<file path="src/rtl/source_text_tokenizer_macros.svh">
// assertion macros shared by the tokenizer modules
// all of them sample on clk and are quiet while arst_n is low
`ifndef SOURCE_TEXT_TOKENIZER_MACROS_SVH
`define SOURCE_TEXT_TOKENIZER_MACROS_SVH

// condition and consequence in the same cycle
`define STT_ASSERT_NOW(name, ante, cons, msg) \
	name: assert property (@(posedge clk) disable iff (!arst_n) (ante) |-> (cons)) \
		else $error(msg);

// consequence in the cycle after the condition
`define STT_ASSERT_NEXT(name, ante, cons, msg) \
	name: assert property (@(posedge clk) disable iff (!arst_n) (ante) |=> (cons)) \
		else $error(msg);

`endif

</file>
<file path="src/rtl/stt_pkg.sv">
`timescale 1ns / 1ps

package stt_pkg;

	localparam int DEF_POSITION_BITS = 32;
	localparam int DEF_LENGTH_BITS   = 16;

	// token queue between scanner and output stage, power of two
	localparam int QUEUE_DEPTH = 4;

	typedef logic [4:0] kind_t;

	localparam kind_t K_IDENT    = 5'd0;
	localparam kind_t K_NUMBER   = 5'd1;
	localparam kind_t K_KW_FIRST = 5'd2;
	localparam kind_t K_LT       = 5'd13;
	localparam kind_t K_GT       = 5'd14;
	localparam kind_t K_EQUAL    = 5'd15;
	localparam kind_t K_PLUS     = 5'd16;
	localparam kind_t K_MINUS    = 5'd17;
	localparam kind_t K_STAR     = 5'd18;
	localparam kind_t K_SLASH    = 5'd19;
	localparam kind_t K_ASSIGN   = 5'd20;
	localparam kind_t K_COMMA    = 5'd21;
	localparam kind_t K_DOT      = 5'd22;
	localparam kind_t K_SEMI     = 5'd23;
	localparam kind_t K_COLON    = 5'd24;
	localparam kind_t K_LPAREN   = 5'd25;
	localparam kind_t K_RPAREN   = 5'd26;
	localparam kind_t K_ERROR    = 5'd27;

	typedef struct packed {
		logic [7:0] char_code;
		logic       end_of_text;
	} in_item_t;

	typedef struct packed {
		kind_t       token_kind;
		logic [31:0] start_position;
		logic [15:0] lexeme_length;
		logic        last_of_item;
	} out_item_t;

	// queued token; identifiers keep their first seven characters
	typedef struct packed {
		kind_t       kind;
		logic [31:0] start;
		logic [15:0] len;
		logic [55:0] prefix;
		logic        last;
	} tok_t;

endpackage

</file>
<file path="src/rtl/stt_front.sv">
`timescale 1ns / 1ps
`include "source_text_tokenizer_macros.svh"

module stt_front import stt_pkg::*; #(
	parameter int POSITION_BITS = DEF_POSITION_BITS,
	parameter int LENGTH_BITS   = DEF_LENGTH_BITS
) (
	input  logic       clk,
	input  logic       arst_n,
	input  logic       src_valid,
	output logic       src_ready,
	input  in_item_t   src_data,
	input  logic       room,
	output logic [1:0] push_cnt,
	output tok_t       push0,
	output tok_t       push1
);

	localparam int LEN_W = (LENGTH_BITS > 16) ? 16 : LENGTH_BITS;
	localparam logic [LEN_W-1:0] LEN_MAX = '1;

	localparam logic [2:0] MODE_IDLE   = 3'd0;
	localparam logic [2:0] MODE_IDENT  = 3'd1;
	localparam logic [2:0] MODE_NUMBER = 3'd2;
	localparam logic [2:0] MODE_EQUAL  = 3'd3;
	localparam logic [2:0] MODE_ERROR  = 3'd4;

	logic [2:0]               mode_q, mode_d;
	logic [POSITION_BITS-1:0] start_q, start_d, pos_q;
	logic [LEN_W-1:0]         len_q, len_d, ext_len;
	logic [55:0]              prefix_q, prefix_d, ext_prefix;

	logic [7:0] c;
	logic       is_space, is_alpha, is_digit, is_under, is_eq, is_gt, is_bad;
	logic       single_hit;
	kind_t      single_kind;
	logic       cont, assign_hit, accept;
	logic       a_v, b_v, c_v;
	tok_t       a_tok, b_tok, c_tok;

	function automatic kind_t mode_kind(input logic [2:0] m);
		kind_t k;
		unique case (m)
			MODE_NUMBER: k = K_NUMBER;
			MODE_EQUAL:  k = K_EQUAL;
			MODE_ERROR:  k = K_ERROR;
			default:     k = K_IDENT;
		endcase
		return k;
	endfunction

	assign src_ready = room;
	assign accept    = src_valid && room;
	assign c         = src_data.char_code;

	// character classes
	assign is_space = (c == 8'd32) || (c >= 8'd9 && c <= 8'd13);
	assign is_alpha = (c >= 8'h61 && c <= 8'h7A) || (c >= 8'h41 && c <= 8'h5A);
	assign is_digit = (c >= 8'h30 && c <= 8'h39);
	assign is_under = (c == 8'h5F);
	assign is_eq    = (c == 8'h3D);
	assign is_gt    = (c == 8'h3E);

	always_comb begin
		single_hit  = 1'b1;
		single_kind = K_LT;
		unique case (c)
			8'h3C:   single_kind = K_LT;
			8'h3E:   single_kind = K_GT;
			8'h2B:   single_kind = K_PLUS;
			8'h2D:   single_kind = K_MINUS;
			8'h2A:   single_kind = K_STAR;
			8'h2F:   single_kind = K_SLASH;
			8'h2C:   single_kind = K_COMMA;
			8'h2E:   single_kind = K_DOT;
			8'h3B:   single_kind = K_SEMI;
			8'h3A:   single_kind = K_COLON;
			8'h28:   single_kind = K_LPAREN;
			8'h29:   single_kind = K_RPAREN;
			default: single_hit  = 1'b0;
		endcase
	end

	assign is_bad = !(is_space || is_alpha || is_digit || is_under || is_eq || single_hit);

	assign cont = ((mode_q == MODE_IDENT) && (is_alpha || is_digit || is_under))
		|| ((mode_q == MODE_NUMBER) && is_digit)
		|| ((mode_q == MODE_ERROR) && is_bad);
	assign assign_hit = (mode_q == MODE_EQUAL) && is_gt;

	// append the character to the pending token
	always_comb begin
		ext_prefix = prefix_q;
		for (int i = 0; i < 7; i++) begin
			if (len_q == LEN_W'(i)) begin
				ext_prefix[8*i +: 8] = c;
			end
		end
		ext_len = (len_q != LEN_MAX) ? len_q + 1'b1 : len_q;
	end

	always_comb begin
		mode_d   = mode_q;
		start_d  = start_q;
		len_d    = len_q;
		prefix_d = prefix_q;
		a_v      = 1'b0;
		b_v      = 1'b0;

		a_tok        = '0;
		a_tok.kind   = mode_kind(mode_q);
		a_tok.start  = 32'(start_q);
		a_tok.len    = 16'(len_q);
		a_tok.prefix = prefix_q;

		b_tok       = '0;
		b_tok.kind  = single_kind;
		b_tok.start = 32'(pos_q);
		b_tok.len   = 16'd1;

		if (cont) begin
			len_d    = ext_len;
			prefix_d = ext_prefix;
		end else if (assign_hit) begin
			a_v        = 1'b1;
			a_tok.kind = K_ASSIGN;
			a_tok.len  = 16'd2;
			mode_d     = MODE_IDLE;
		end else begin
			a_v = (mode_q == MODE_IDENT) || (mode_q == MODE_NUMBER)
				|| (mode_q == MODE_EQUAL) || (mode_q == MODE_ERROR);
			mode_d = MODE_IDLE;
			if (!is_space) begin
				if (single_hit) begin
					b_v = 1'b1;
				end else begin
					start_d  = pos_q;
					len_d    = LEN_W'(1);
					prefix_d = {48'd0, c};
					priority if (is_alpha || is_under) begin
						mode_d = MODE_IDENT;
					end else if (is_digit) begin
						mode_d = MODE_NUMBER;
					end else if (is_eq) begin
						mode_d = MODE_EQUAL;
					end else begin
						mode_d = MODE_ERROR;
					end
				end
			end
		end

		// end of text flushes whatever is pending after this character
		c_v          = src_data.end_of_text && (mode_d != MODE_IDLE);
		c_tok        = '0;
		c_tok.kind   = mode_kind(mode_d);
		c_tok.start  = 32'(start_d);
		c_tok.len    = 16'(len_d);
		c_tok.prefix = prefix_d;
	end

	// pack the up to two tokens in order
	always_comb begin
		push0    = a_v ? a_tok : (b_v ? b_tok : c_tok);
		push1    = (a_v && b_v) ? b_tok : c_tok;
		push_cnt = 2'({1'b0, a_v} + {1'b0, b_v} + {1'b0, c_v});
		if (!accept) begin
			push_cnt = 2'd0;
		end
		push0.last = (push_cnt == 2'd1);
		push1.last = 1'b1;
	end

	always_ff @(posedge clk or negedge arst_n) begin
		if (!arst_n) begin
			mode_q   <= MODE_IDLE;
			pos_q    <= '0;
			start_q  <= '0;
			len_q    <= '0;
			prefix_q <= '0;
		end else if (accept) begin
			start_q  <= start_d;
			len_q    <= len_d;
			prefix_q <= prefix_d;
			if (src_data.end_of_text) begin
				mode_q <= MODE_IDLE;
				pos_q  <= '0;
			end else begin
				mode_q <= mode_d;
				pos_q  <= pos_q + 1'b1;
			end
		end
	end

	`STT_ASSERT_NEXT(a_eot_restart, accept && src_data.end_of_text, mode_q == MODE_IDLE && pos_q == '0, "scanner not restarted after end of text")
	`STT_ASSERT_NOW(a_no_push_no_room, !room, push_cnt == 2'd0, "token pushed without queue room")

endmodule

</file>
<file path="src/rtl/stt_queue.sv">
`timescale 1ns / 1ps
`include "source_text_tokenizer_macros.svh"

module stt_queue import stt_pkg::*; (
	input  logic       clk,
	input  logic       arst_n,
	input  logic [1:0] push_cnt,
	input  tok_t       push0,
	input  tok_t       push1,
	output logic       room,
	output logic       head_valid,
	output tok_t       head,
	input  logic       pop
);

	localparam int PTR_W = $clog2(QUEUE_DEPTH);
	localparam int CNT_W = $clog2(QUEUE_DEPTH + 1);

	tok_t             entries_q [QUEUE_DEPTH];
	logic [PTR_W-1:0] wr_ptr_q, rd_ptr_q;
	logic [CNT_W-1:0] count_q;

	// two free entries are needed for the worst case character
	assign room       = (count_q <= CNT_W'(QUEUE_DEPTH - 2));
	assign head_valid = (count_q != '0);
	assign head       = entries_q[rd_ptr_q];

	always_ff @(posedge clk) begin
		if (push_cnt != 2'd0) begin
			entries_q[wr_ptr_q] <= push0;
		end
		if (push_cnt == 2'd2) begin
			entries_q[wr_ptr_q + 1'b1] <= push1;
		end
	end

	always_ff @(posedge clk or negedge arst_n) begin
		if (!arst_n) begin
			wr_ptr_q <= '0;
			rd_ptr_q <= '0;
			count_q  <= '0;
		end else begin
			wr_ptr_q <= wr_ptr_q + PTR_W'(push_cnt);
			rd_ptr_q <= rd_ptr_q + PTR_W'(pop);
			count_q  <= count_q + CNT_W'(push_cnt) - CNT_W'(pop);
		end
	end

	`STT_ASSERT_NOW(a_count_bound, 1'b1, count_q <= CNT_W'(QUEUE_DEPTH), "queue count beyond depth")
	`STT_ASSERT_NOW(a_pop_nonempty, pop, count_q != '0, "pop from empty queue")
	`STT_ASSERT_NEXT(a_double_push, push_cnt == 2'd2 && !pop, count_q == $past(count_q) + CNT_W'(2), "double push lost")

endmodule

</file>
<file path="src/rtl/stt_emit.sv">
`timescale 1ns / 1ps

module stt_emit import stt_pkg::*; (
	input  logic      clk,
	input  logic      arst_n,
	input  logic      head_valid,
	input  tok_t      head,
	output logic      pop,
	output logic      tok_valid,
	input  logic      tok_ready,
	output out_item_t tok_data
);

	localparam int NUM_KW = 11;

	// keyword text right-justified, first character in the top byte used
	localparam logic [55:0] KW_TEXT [NUM_KW] = '{
		56'("begin"), 56'("end"), 56'("label"), 56'("integer"), 56'("goto"),
		56'("if"), 56'("then"), 56'("else"), 56'("fi"), 56'("output"), 56'("input")
	};
	localparam int KW_LEN [NUM_KW] = '{5, 3, 5, 7, 4, 2, 4, 4, 2, 6, 5};

	logic      valid_q;
	out_item_t data_q;
	kind_t     kind_res;

	function automatic kind_t kw_lookup(input logic [55:0] prefix, input logic [15:0] len);
		kind_t k;
		logic  same;
		int    idx;
		k = K_IDENT;
		for (int w = NUM_KW - 1; w >= 0; w--) begin
			same = (len == 16'(KW_LEN[w]));
			for (int i = 0; i < 7; i++) begin
				if (i < KW_LEN[w]) begin
					idx = 8 * (KW_LEN[w] - 1 - i);
					if (prefix[8*i +: 8] != KW_TEXT[w][idx +: 8]) begin
						same = 1'b0;
					end
				end
			end
			if (same) begin
				k = 5'(K_KW_FIRST + w);
			end
		end
		return k;
	endfunction

	assign kind_res  = (head.kind == K_IDENT) ? kw_lookup(head.prefix, head.len) : head.kind;
	assign pop       = head_valid && (!valid_q || tok_ready);
	assign tok_valid = valid_q;
	assign tok_data  = data_q;

	always_ff @(posedge clk or negedge arst_n) begin
		if (!arst_n) begin
			valid_q <= 1'b0;
		end else if (!valid_q || tok_ready) begin
			valid_q <= head_valid;
		end
	end

	always_ff @(posedge clk) begin
		if (pop) begin
			data_q.token_kind     <= kind_res;
			data_q.start_position <= head.start;
			data_q.lexeme_length  <= head.len;
			data_q.last_of_item   <= head.last;
		end
	end

endmodule

</file>
<file path="src/rtl/source_text_tokenizer.sv">
`timescale 1ns / 1ps

// Streaming tokenizer: one character request per cycle on src, tokens out on
// tok. Identifiers, decimal numbers and runs of bad characters build up over
// several characters; an identifier that spells one of the eleven keywords
// comes out as that keyword, '=' then '>' is the assign delimiter, other
// operators and delimiters come out at once, whitespace is dropped. A
// character with end_of_text set flushes any pending token and restarts the
// position count at zero. Each character yields zero, one or two tokens, and
// the last token a character causes has last_of_item set. The scanner takes
// a character every cycle while the four-entry token queue has two free
// entries; the output register drains one token per cycle while tok_ready
// is high, so the sustained rate is one character per cycle whenever the
// text averages at most one token per character. A token reaches tok via a
// queue entry and then the output register. Positions wrap within
// POSITION_BITS, lengths saturate at min(2^LENGTH_BITS-1, 65535).
module source_text_tokenizer import stt_pkg::*; #(
	parameter int POSITION_BITS = DEF_POSITION_BITS,
	parameter int LENGTH_BITS   = DEF_LENGTH_BITS
) (
	input  logic      clk,
	input  logic      arst_n,
	input  logic      src_valid,
	output logic      src_ready,
	input  in_item_t  src_data,
	output logic      tok_valid,
	input  logic      tok_ready,
	output out_item_t tok_data
);

	// scanner to queue
	logic [1:0] push_cnt;
	tok_t       push0, push1;
	logic       room;

	// queue to output stage
	logic head_valid;
	tok_t head;
	logic pop;

	// front: classifies each character and tracks the pending token
	stt_front #(
		.POSITION_BITS(POSITION_BITS),
		.LENGTH_BITS  (LENGTH_BITS)
	) u_front (
		.clk      (clk),
		.arst_n   (arst_n),
		.src_valid(src_valid),
		.src_ready(src_ready),
		.src_data (src_data),
		.room     (room),
		.push_cnt (push_cnt),
		.push0    (push0),
		.push1    (push1)
	);

	// short queue so the scanner and the consumer stall independently
	stt_queue u_queue (
		.clk       (clk),
		.arst_n    (arst_n),
		.push_cnt  (push_cnt),
		.push0     (push0),
		.push1     (push1),
		.room      (room),
		.head_valid(head_valid),
		.head      (head),
		.pop       (pop)
	);

	// back: keyword match on identifiers and the output register
	stt_emit u_emit (
		.clk       (clk),
		.arst_n    (arst_n),
		.head_valid(head_valid),
		.head      (head),
		.pop       (pop),
		.tok_valid (tok_valid),
		.tok_ready (tok_ready),
		.tok_data  (tok_data)
	);

endmodule
</file>
<file path="config.mk">
export PLATFORM = sky130hd
export DESIGN_NAME = source_text_tokenizer
export DESIGN_NICKNAME = d
export VERILOG_FILES = /design/src/rtl/stt_pkg.sv /design/src/rtl/stt_front.sv /design/src/rtl/stt_queue.sv /design/src/rtl/stt_emit.sv /design/src/rtl/source_text_tokenizer.sv
export VERILOG_INCLUDE_DIRS = /design/src /design/src/rtl
export SDC_FILE = /design/constraint.sdc
export NUM_CORES = 1
export LEC_CHECK = 0
export ABC_CLOCK_PERIOD_IN_PS = 6700
export BUFFER_PORTS_ARGS = -buffer_cell sky130_fd_sc_hd__buf_2
export CAP_MARGIN = 20
export CORE_UTILIZATION = 63
export CTS_CLUSTER_DIAMETER = 150
export DETAILED_ROUTE_END_ITERATION = 8
export GPL_TIMING_DRIVEN = 0
export PLACE_DENSITY = 0.8
export SYNTH_ARGS = -nofsm -noshare
export SYNTH_HDL_FRONTEND = slang
export SYNTH_SLANG_ARGS = --single-unit
</file>
<file path="constraint.sdc">
create_clock -name clk -period 6.7 [get_ports clk]
set_input_delay 0.67 -clock clk [delete_from_list [all_inputs] [get_ports clk]]
set_output_delay 0.67 -clock clk [all_outputs]
set_load 0.02 [all_outputs]
</file>
Word-level counts from Yosys, hierarchy flattened:

Memory sizes are Yosys's and may differ from the RTL's.
Cells that the tools add are included.

* register bits after elaboration: 201
* memory bits (writable): 440
* output and inout port bits: 56
* logic and storage cells: 253
* memories: 1

* add/sub/neg operators: 9
* magnitude comparators: 9
* equal/unequal tests: 75
* muxes and demuxes: 110
* reductions and logical operators: 36

Memories
* u_queue.entries_q: words 4, width 110, read ports 1, clocked after Yosys merged registers in 0, wr ports 2, RTL line stt_queue.sv:19 `tok_t entries_q [QUEUE_DEPTH];`

Operators with widths (number)
* 2-to-1 mux 110 bit: 3
* inequality test 8 x 7 -> 1 bit, second input constant: 38
* 2-to-1 mux 56 bit: 4
* 2-to-1 mux 32 bit: 5
* equality test 16 x 3 -> 1 bit, second input constant: 7
* equality test 8 x 6 -> 1 bit, second input constant: 14
* 2-to-1 mux 16 bit: 7
* equality test 16 x 2 -> 1 bit, second input constant: 4
* 2-to-1 mux 1 bit: 58
* 2-to-1 mux 8 bit: 7
* one-hot mux 5 bit (11 select lines): 1
* 2-to-1 mux 4 bit: 11
* adder 32 x 1 -> 32 bit, second input constant: 1
* one-hot mux 5 bit (3 select lines): 2
* 2-to-1 mux 3 bit: 8
* adder 16 x 1 -> 16 bit, second input constant: 1
* equality test 16 x 1 -> 1 bit, second input constant: 1
* greater-or-equal comparator 8 x 7 -> 1 bit, second input constant: 2
* <= comparator 8 x 7 -> 1 bit, second input constant: 2
* zero test 16 bit: 1
* logical OR 1 bit: 16
* inequality test 16 bit, second input constant: 1
* 2-to-1 mux 5 bit: 3
* equality test 3 x 2 -> 1 bit, second input constant: 4
* other kinds (23): 38

Depth between registers and ports, before layout:

Gate-level depths: netlist of run 1.

* word-level depth: 19
* gate-level depth with buffers: 19
* depth with buffers taken out: 14

Cells and area by module:

A second synthesis of run 1 with hierarchy kept.

* cells, all modules: 2390
* area, all modules: 33353.2 µm²

By module, submodules not included
* stt_queue: instances 1, cells an instance 1101, area an instance 21545.7 µm²
* stt_front: instances 1, cells an instance 1111, area an instance 9327.7 µm²
* stt_emit: instances 1, cells an instance 178, area an instance 2479.9 µm²

Worst setup path after synthesis of run 1:

Ideal clock, no wire load.

* path type: input to register
* start point: input port src_data[4] (netlist name)
* end point: memory u_queue.entries_q[2][100] (netlist name) (enable)
* setup time: 988 ps
* arrival: 5656 ps
* slack: 56 ps
* cell stages on the path: 16
* cells stage by stage: buf_2 -> or4_1 -> a21oi_1 -> or3b_1 -> buf_2 -> and3_1 -> a2111o_1 -> buf_2 -> inv_1 -> fa_1 -> clkbuf_1 -> nor2_1 -> nor2_1 -> nand2_1 -> buf_1 -> nand2_1

RTL lines
* start, declared: RTL line source_text_tokenizer.sv:25 `input in_item_t src_data,`
* end, declared: RTL line stt_queue.sv:19

==> impl.org, run 1 <==
** Status
- Run status :: complete, but fails checks
- Violated checks :: hold timing

** Clocking
- CTS placed an instance of clkbuf_16 at the clock tree root.
- Clock-pin slew on the worst setup and hold paths :: 0.06 ns
- Clk sink count :: 641
- CTS buffer count :: 66
- Number of H-tree levels :: 3
- For the worst-skew pair, the clock arrives at the later sink with an insertion delay of 0.62 ns.
- The clock passes through at most 3 buffers.
- Setup bufs post-CTS :: 0
- Buffers inserted to repair hold after CTS numbered 0.
- TritonCTS clock tree :: yes
- PostCTS Resize Cnt :: 0

** Drt
- The count of nets left with antenna violations once routing finished came out at 0.
- Routed WL :: 92,300 µm
- Final routed DRC violation total :: 0
- DRT met1 WL :: 33,500 µm
- WL per Instance :: 28.9 µm
- Top routing layer used :: met5
- For this run, the detailed router's first-pass iteration total came to 8.
- After the first detailed-routing iteration, the DRC count stood at 3,397.
- Number of vias per cell after detailed routing :: 7.33
- In the detailed route, the total length drawn on met3 is 11,000 µm.
- Vias post-DR :: 23,400
- After detailed routing, the met2 layer carries 42,900 µm of wire.

** Pwr
- In this run the power spent charging and discharging nets is 4.73 mW.
- The analysis attributes to cell leakage a power of 11.9 nW.
- The share of total power dissipated in combinational logic is 31.5%.
- For this design the ratio of total power to cell area is 383 nW/µm².
- Clock share of power :: 28.6%
- Internal Power :: 8.51 mW
- Sequential Power Share :: 40.0%
- In this run switching power makes up 35.7% of total power.
- VDD sags by at most 0.378 mV.

** Timing
- Static timing analysis puts the maximum clock frequency at 0.169 GHz.
- The worst pin sits at a relative slew slack of 18.5%.
- The final hold violation count was 10.
- Setup-failing EPs final :: 0
- At the pin with the least slew margin, the transition time is 1.21 ns.
- Portion of the clock cycle consumed by the worst path in the final layout :: 88.2%
- Worst Skew :: 0.0276 ns
- Final slew viol count :: 0
- Final critical delay including setup and external delays :: 5.91 ns
- Setup TNS after final layout :: 0 ns
- Unrepaired setup endpoints after global routing :: false
- Hold slack final :: -0.0219 ns

** Job
- Maximum capacitance violations :: 0

** Logic synthesis
- Number of enable-type register cells in the synthesized netlist :: 490
- After synthesis, the mean cell area works out to 13.0 µm².
- For this run, the number of Yosys warnings is 0.
- Syn Nets :: 2,405
- Post-synthesis cell type with the largest combined area :: edfxtp_1
- Portion of synthesized cell area occupied by the leading cell type :: 47.6%
- In the synthesized netlist the dominant register cell turns out to be edfxtp_1.
- Synthesis instantiated 95 different standard cells from the library.
- Counting flops with an async set or reset pin after synthesis yields a share of 22.9%.
- The cell count after synthesis came out at 2,380.
- Synthesis-stage register bit count :: 641
- Leading cell types by total area after synthesis :: edfxtp_1, dfrtp_1, o2bb2ai_1
- Summing every instance area after synthesis gives 30,900 µm².
- Share of synthesized area occupied by flip-flops and latches :: 59.7%

** GRT
- Largest net degree at the start of global routing :: 89
- Via count of the first global-routing pass :: 22,900
- After global routing the overflow that remains totals 0.
- The initial antenna violation count came to 4.
- All-Layer GR Usage :: 37.2%
- Wire length of the first global-routing pass :: 138,000 µm

** Critical path
- Path depth of the worst reg2reg path :: 13
- Along the worst path, the maximum fanout reaches 10.
- The critical path is of the in -> reg type.
- Startpoint of the lowest-slack register-to-register path :: u_front.mode_q[2]$_DFFE_PN0P_
- STA classifies the critical path endpoint as a register.
- For flop-to-flop paths, the worst setup slack is 0.84 ns.
- STA classifies the critical path startpoint as a primary input.
- At the worst endpoint, the required time is 7.13 ns.
- The worst register-to-register path ends at u_queue.entries_q[1][43]$_DFFE_PP_.
- Data arrives at the worst endpoint at 6.34 ns.

** Layout
- The multi-input combinational cells in the finished layout cover a total of 11,500 µm².
- Finished Layout Cells :: 3,193
- Area taken by flip-flops and latches :: 18,500 µm²
- Proportion of layout cells with a drive suffix above 1 :: 16.6%
- Filler Cells Inserted :: 3,143
- Final net count :: 2,550
- Relative to the synthesized area, the layout overhead comes to 11.7%.
- Most common cell after layout, fill and taps aside :: edfxtp_1
- Most frequent cells in the layout :: edfxtp_1, nand2_1, o2bb2ai_1

** Die
- After floorplanning, the core was sized to cover 48,000 µm².
- The die is 224 µm tall.
- Pin placement for this block handled 69 I/O pins.
- Die footprint :: 50,000 µm²
- The floorplan has 80 rows.
- Chip width :: 224 µm
- Initial Util :: 64.4%

** Place
- Placed wire-length estimate :: 60,500 µm
- Port bufs :: 66
- After detailed placement, the design holds a cell count of 3,072.
- The congestion estimate from routability-driven global placement came to 1.05.

** Hold path
- The path class of the tightest hold or removal check is in -> async.
[worst max-delay path by stage]
stage                                  startpoint                                   to  cells after the start
detailed placement                    src_data[5]   u_queue.entries_q[1][33]$_DFFE_PP_                     15
CTS                                   src_data[5]   u_queue.entries_q[1][43]$_DFFE_PP_                     15
floorplan                             src_data[4]  u_queue.entries_q[2][100]$_DFFE_PP_                     16
global route        u_front.mode_q[2]$_DFFE_PN0P_   u_queue.entries_q[0][37]$_DFFE_PP_                     16
global placement                      src_data[5]   u_queue.entries_q[2][44]$_DFFE_PP_                     16
finish                                src_data[5]   u_queue.entries_q[1][43]$_DFFE_PP_                     15
[registers in the layout (all words and copies together), names as in the netlist]
signal	count
u_emit.tok_data	54
u_front.start_q	32
u_queue.rd_ptr_q	2
u_front.prefix_q	56
u_queue.entries_q	440
u_queue.wr_ptr_q	2
u_front.pos_q	32
u_front.len_q	16
u_emit.tok_valid	1
u_queue.count_q	3
u_front.mode_q	3
[routing by layer]
layer | global-route usage, % | vias to the layer above
met5 | 0 | -
met4 | 19.5 | 6
met3 | 8.42 | 374
met2 | 58.1 | 1709
met1 | 49.1 | 11500
li1 | - | 9792
[critical path, cell delays in order]
cell and delay [ns]:
buf_2 0.14, buf_2 0.23, nor2b_1 0.10, a21oi_1 0.12, o21ai_0 0.13, o21ai_1 0.72
a2111o_1 0.40, buf_2 0.36, inv_1 0.17, fa_1 0.64, nor2_1 0.12, nor4_1 0.94
nand3_1 0.72, o21ai_1 0.67, o2bb2ai_1 0.21
[synth_stat cells, drive strengths merged, types with 8 or more instances]
cell type	number
and3	23
a22o	141
mux2	42
nor3	51
mux4	82
a21o	15
a31oi	33
nor4bb	12
nand2	258
o211ai	8
nand2b	11
nor4	12
nand4b	11
edfxtp	490
or3	14
xor2	19
nand3b	13
o22ai	32
nor2	82
o31ai	10
buf	112
a21oi	58
clkbuf	70
ha	10
o2bb2ai	184
and2	10
nor2b	15
xnor2	9
o21ai	186
inv	27
a32oi	17
nand4	24
nand3	42
a32o	8
dfrtp	147
a211o	10
[stage by stage]
stage | cell area (µm²) | setup slack, ns | power [mW] | utilization (%)
final | 34500 | 0.790 | 13.2 | 71.9
after global routing | 34500 | 0.695 | 13.6 | 71.9
after detailed placement | 32300 | 0.571 | 9.36 | 67.3
after global placement | 32000 | -2.96 | 9.27 | 66.6
after CTS | 34500 | 1.11 | 13.1 | 71.9
after floorplan | 30900 | 0.0561 | 7.90 | -
[logic make-up after synthesis]
| family | count (synthesis) | share of synthesized area, % |
|---|---|---|
| AND/OR/NAND/NOR | 614 | 10.1 |
| adder cells (fa/ha/maj) | 12 | 0.534 |
| multiplexers | 131 | 7.89 |
| XOR/XNOR | 28 | 0.793 |
| AO/OA/AOI/OAI | 745 | 17.9 |
| buffers and inverters | 209 | 3.08 |
| flip-flops | 641 | 59.7 |
[final cells by class]
| cell class | instances | share of cell area (%) |
|---|---|---|
| diodes | 1 | 0.00724 |
| plain buffers | 182 | 2.46 |
| clock buffers | 93 | 5.40 |
| clock inverters | 27 | 0.953 |
| inverters | 27 | 0.293 |
| multi-input cells | 1530 | 33.4 |
| flip-flops and latches | 641 | 53.5 |
| well taps | 615 | 2.23 |
| repair buffers | 77 | 1.75 |
[power by group through the flow]
stage                     Clock [mW]  Sequential (mW)  Combinational (mW)
final                           3.78             5.29                4.16
after global routing            3.91             5.33                4.32
after CTS                       3.77             5.28                4.06
after detailed placement           0             5.34                4.02
after global placement             0             5.41                3.86
after floorplan                    0             5.54                2.35
No activity file was read; power rests on OpenSTA's default activity.
==> run 2, diff against run 1 <==
- CELL_PAD_IN_SITES_DETAIL_PLACEMENT: unset -> 1
- CELL_PAD_IN_SITES_GLOBAL_PLACEMENT: unset -> 2
- CORE_UTILIZATION: 63 -> 45
- PLACE_DENSITY: 0.8 -> unset
- PLACE_DENSITY_LB_ADDON: unset -> 0.1
==> run 2 against run 1 <==
The run still ends with hold timing left. Routed wire length is 14% higher. Sequential cell count stayed put. Worst hold slack improved by 0.011 ns. Sequential share of layout area shrank 0.85 points. Via count shrank 3.0%. Largest cell class unchanged.
==> impl.org, run 2 (synthesis results as in run 1) <==
** Timing
- Final critical delay including setup and external delays :: 6.06 ns (+0.151 ns)
- The setup violation total in the final timing report is 0 (unchanged).
- Final slew viol count :: 0 (unchanged)
- The clock skew came to 0.0220 ns (-0.00557 ns).
- Worst-margin pin slew :: 1.12 ns (-0.0933 ns)
- Tightest slew margin relative to the limit :: 25.4% (+7.0 points)
- The peak clock frequency supported by timing came to 0.165 GHz (-2.5%).
- Portion of the clock cycle consumed by the worst path in the final layout :: 90.5% (+2.2 points)
- The worst hold slack across all endpoints was -0.0110 ns (+0.0109 ns).
- The final hold violation count was 3 (-7).
- Setup TNS after final layout :: 0 ns (unchanged)
- The final setup slack of the worst path came to 0.640 ns (-0.151 ns).
- Setup repair after global routing left no endpoint under its margin.

** Drt
- Final routed DRC violation total :: 0 (unchanged)
- The number of vias per cell after detailed routing was 6.54 (-11%).
- The number of vias in the routed layout came to 22,700 (-3.0%).
- The sum of routed wire length over all layers came to 105,000 µm (+14%).
- Number of detailed-routing iterations run before antenna repair :: 7 (-1)
- The number of violations reported at the end of detailed-routing iteration 0 is 2,059 (-39%).
- The routed wire length per instance is 30.3 µm (+4.7%).
- Routed Antenna Nets :: 0 (unchanged)

** GRT
- The first-pass GRT wire length was 156,000 µm (+13%).
- The pin count of the biggest net entering global routing came to 87 (-2.2%).
- The total congestion overflow after global routing was 0 (unchanged).
- All-Layer GR Usage :: 30.2% (-6.9 points)
- The initial antenna violation count was 1 (-3).
- The number of global-route vias before repair is 23,700 (+3.5%).

** Place
- The number of placed cells counting well taps came to 3,334 (+8.5%).
- The final weighted congestion in routability-driven placement was 0.958 (-8.5%).
- Cell area after placement :: 32,700 µm² (+1.2%)
- The total half-perimeter wirelength after legalization and detailed placement was 71,000 µm (+17%).
- The number of buffers added on ports was 66 (unchanged).
- Pre-CTS WS :: 0.191 ns (-0.380 ns)

** Die
- The I/O pin count was 69 (unchanged).
- Initial Util :: 45.7% (-19 points)
- The vertical extent of the die is 264 µm (+18%).
- The row count was 95 (+19%).
- The floorplan die area came to 69,800 µm² (+40%).
- The die outline width is 264 µm (+18%).
- Area of the core :: 67,600 µm² (+41%)

** Layout
- Area added between synthesis and finish :: 13.5%
- Proportion of layout cells with a drive suffix above 1 :: 16.8% (+0.19 points)
- Ranked by flip-flop count, first place goes to u_queue.entries_q.
- Design Area, Final :: 35,100 µm² (+1.6%)
- Most frequent cells in the layout :: edfxtp_1, nand2_1, o2bb2ai_1
- Final net count :: 2,561 (+0.43%)
- Most common cell after layout, fill and taps aside :: edfxtp_1
- The final antenna diode count came to 0 (-1).
- The non-filler instance count after layout came to 3,468 (+8.6%).
- The flip-flop count of the largest register, all copies and words added is 440 (unchanged).
- Fin util :: 51.9% (-20 points)

** Clocking
- TritonCTS built the clock tree.
- The clock latency of the later-clocked register in the worst-skew pair was 0.63 ns (about the same).
- Cts-stage hold buffer count :: 0 (unchanged)
- The clock-pin slew on the worst setup and hold paths is 0.06 ns (about the same).
- The number of instances resized during post-cts repair is 0 (unchanged).
- In this run the clock root is driven by a clkbuf_16.
- The number of sinks driven by the clock tree is 641 (unchanged).
- The number of buffers inserted during clock tree synthesis is 72 (+9.1%).
- The maximum root-to-sink buffer count is 3 (unchanged).
- The setup fix buffers added after clock tree synthesis is 0 (unchanged).
- Number of H-tree levels :: 3 (unchanged)

** Status
- The run finished, with violations left.
- Violated checks :: hold timing

** Critical path
- The worst reg-to-reg setup slack came to 0.64 ns (-0.20 ns).
- Type of element launching the critical path :: register
- The data required time of the critical path came to 7.00 ns (-0.13 ns).
- The critical path data arrival time was 6.36 ns (+0.02 ns).
- CP max FO :: 42 (+32)
- Critical path capture point type :: register
- The worst setup path is of the reg -> reg kind.

** Pwr
- Overall power after layout :: 13.6 mW (+2.9%)
- The worst ir drop on vdd is 0.217 mV (-43%).
- Power density over the cells :: 388 nW/µm² (+1.3%)
- The leakage power figure came to 12.1 nW (+1.0%).

** Hold path
- Path class of the lowest-slack min-delay path :: in -> async

** Job
- The max capacitance violation total came to 0 (unchanged).
## run 2: cell count changes in the layout (fill, tap and decap cells not counted), moves of 3 or more
cell	delta
clkbuf_8	-3
clkinv_1	+12
clkbuf_16	+5
buf_8	+4
## run 2: report_power, final
part | total (mW) | switching (mW) | internal, mW
Sequential | 5.28 | 0.277 | 5.00
Combinational | 4.33 | 3.02 | 1.31
Clock | 4.01 | 1.68 | 2.33
Total | 13.6 | 4.98 | 8.64
## run 2: layout make-up
class / instances / area [µm²]
buffer: 182 / 851
clock buffer: 93 / 1940
clock inverter: 40 / 417
fill: 6750 / 32500
inverter: 27 / 101
multi-input combinational: 1530 / 11500
sequential: 641 / 18500
tap: 873 / 1090
timing repair buffer: 82 / 681
## run 2: layer usage
metal | wire length [µm] | global-route usage [%] | share of wire, % | vias to the layer above
li1 | - | - | - | 9798
met1 | 45100 | 41.6 | 43 | 11800
met2 | 50000 | 49.4 | 48 | 865
met3 | 6620 | 3.88 | 6.3 | 194
met4 | 3220 | 10.6 | 3.1 | 0
met5 | 0 | 0 | 0 | -
## run 2: worst paths after layout
check	cells after the start	endpoint	start
setup / recovery	15	u_queue.entries_q[3][69]$_DFFE_PP_	u_front.mode_q[2]$_DFFE_PN0P_
min in group clk	2	u_emit.tok_valid$_DFFE_PN0N_	tok_ready
hold / removal	1	u_front.start_q[7]$_DFFE_PN0P_	arst_n
hold reg to reg	1	u_queue.rd_ptr_q[0]$_DFF_PN0_	u_queue.rd_ptr_q[0]$_DFF_PN0_
max in group asynchronous	2	u_front.prefix_q[23]$_DFFE_PN0P_	arst_n
setup reg to reg	15	u_queue.entries_q[3][69]$_DFFE_PP_	u_front.mode_q[2]$_DFFE_PN0P_
## run 2: critical path: stages, from the launching register on
cell and delay (ns):
dfrtp_1 0.37, clkbuf_1 0.25, nor2_1 0.15, nand2_1 0.08
nor4bb_1 0.79, a2111o_1 0.36, buf_2 0.33, inv_1 0.18
fa_1 0.66, nor2_1 0.12, nor2_1 0.32, nand3_1 0.37
clkbuf_1 0.39, nand2_4 0.69, buf_16 0.35, buf_12 0.27
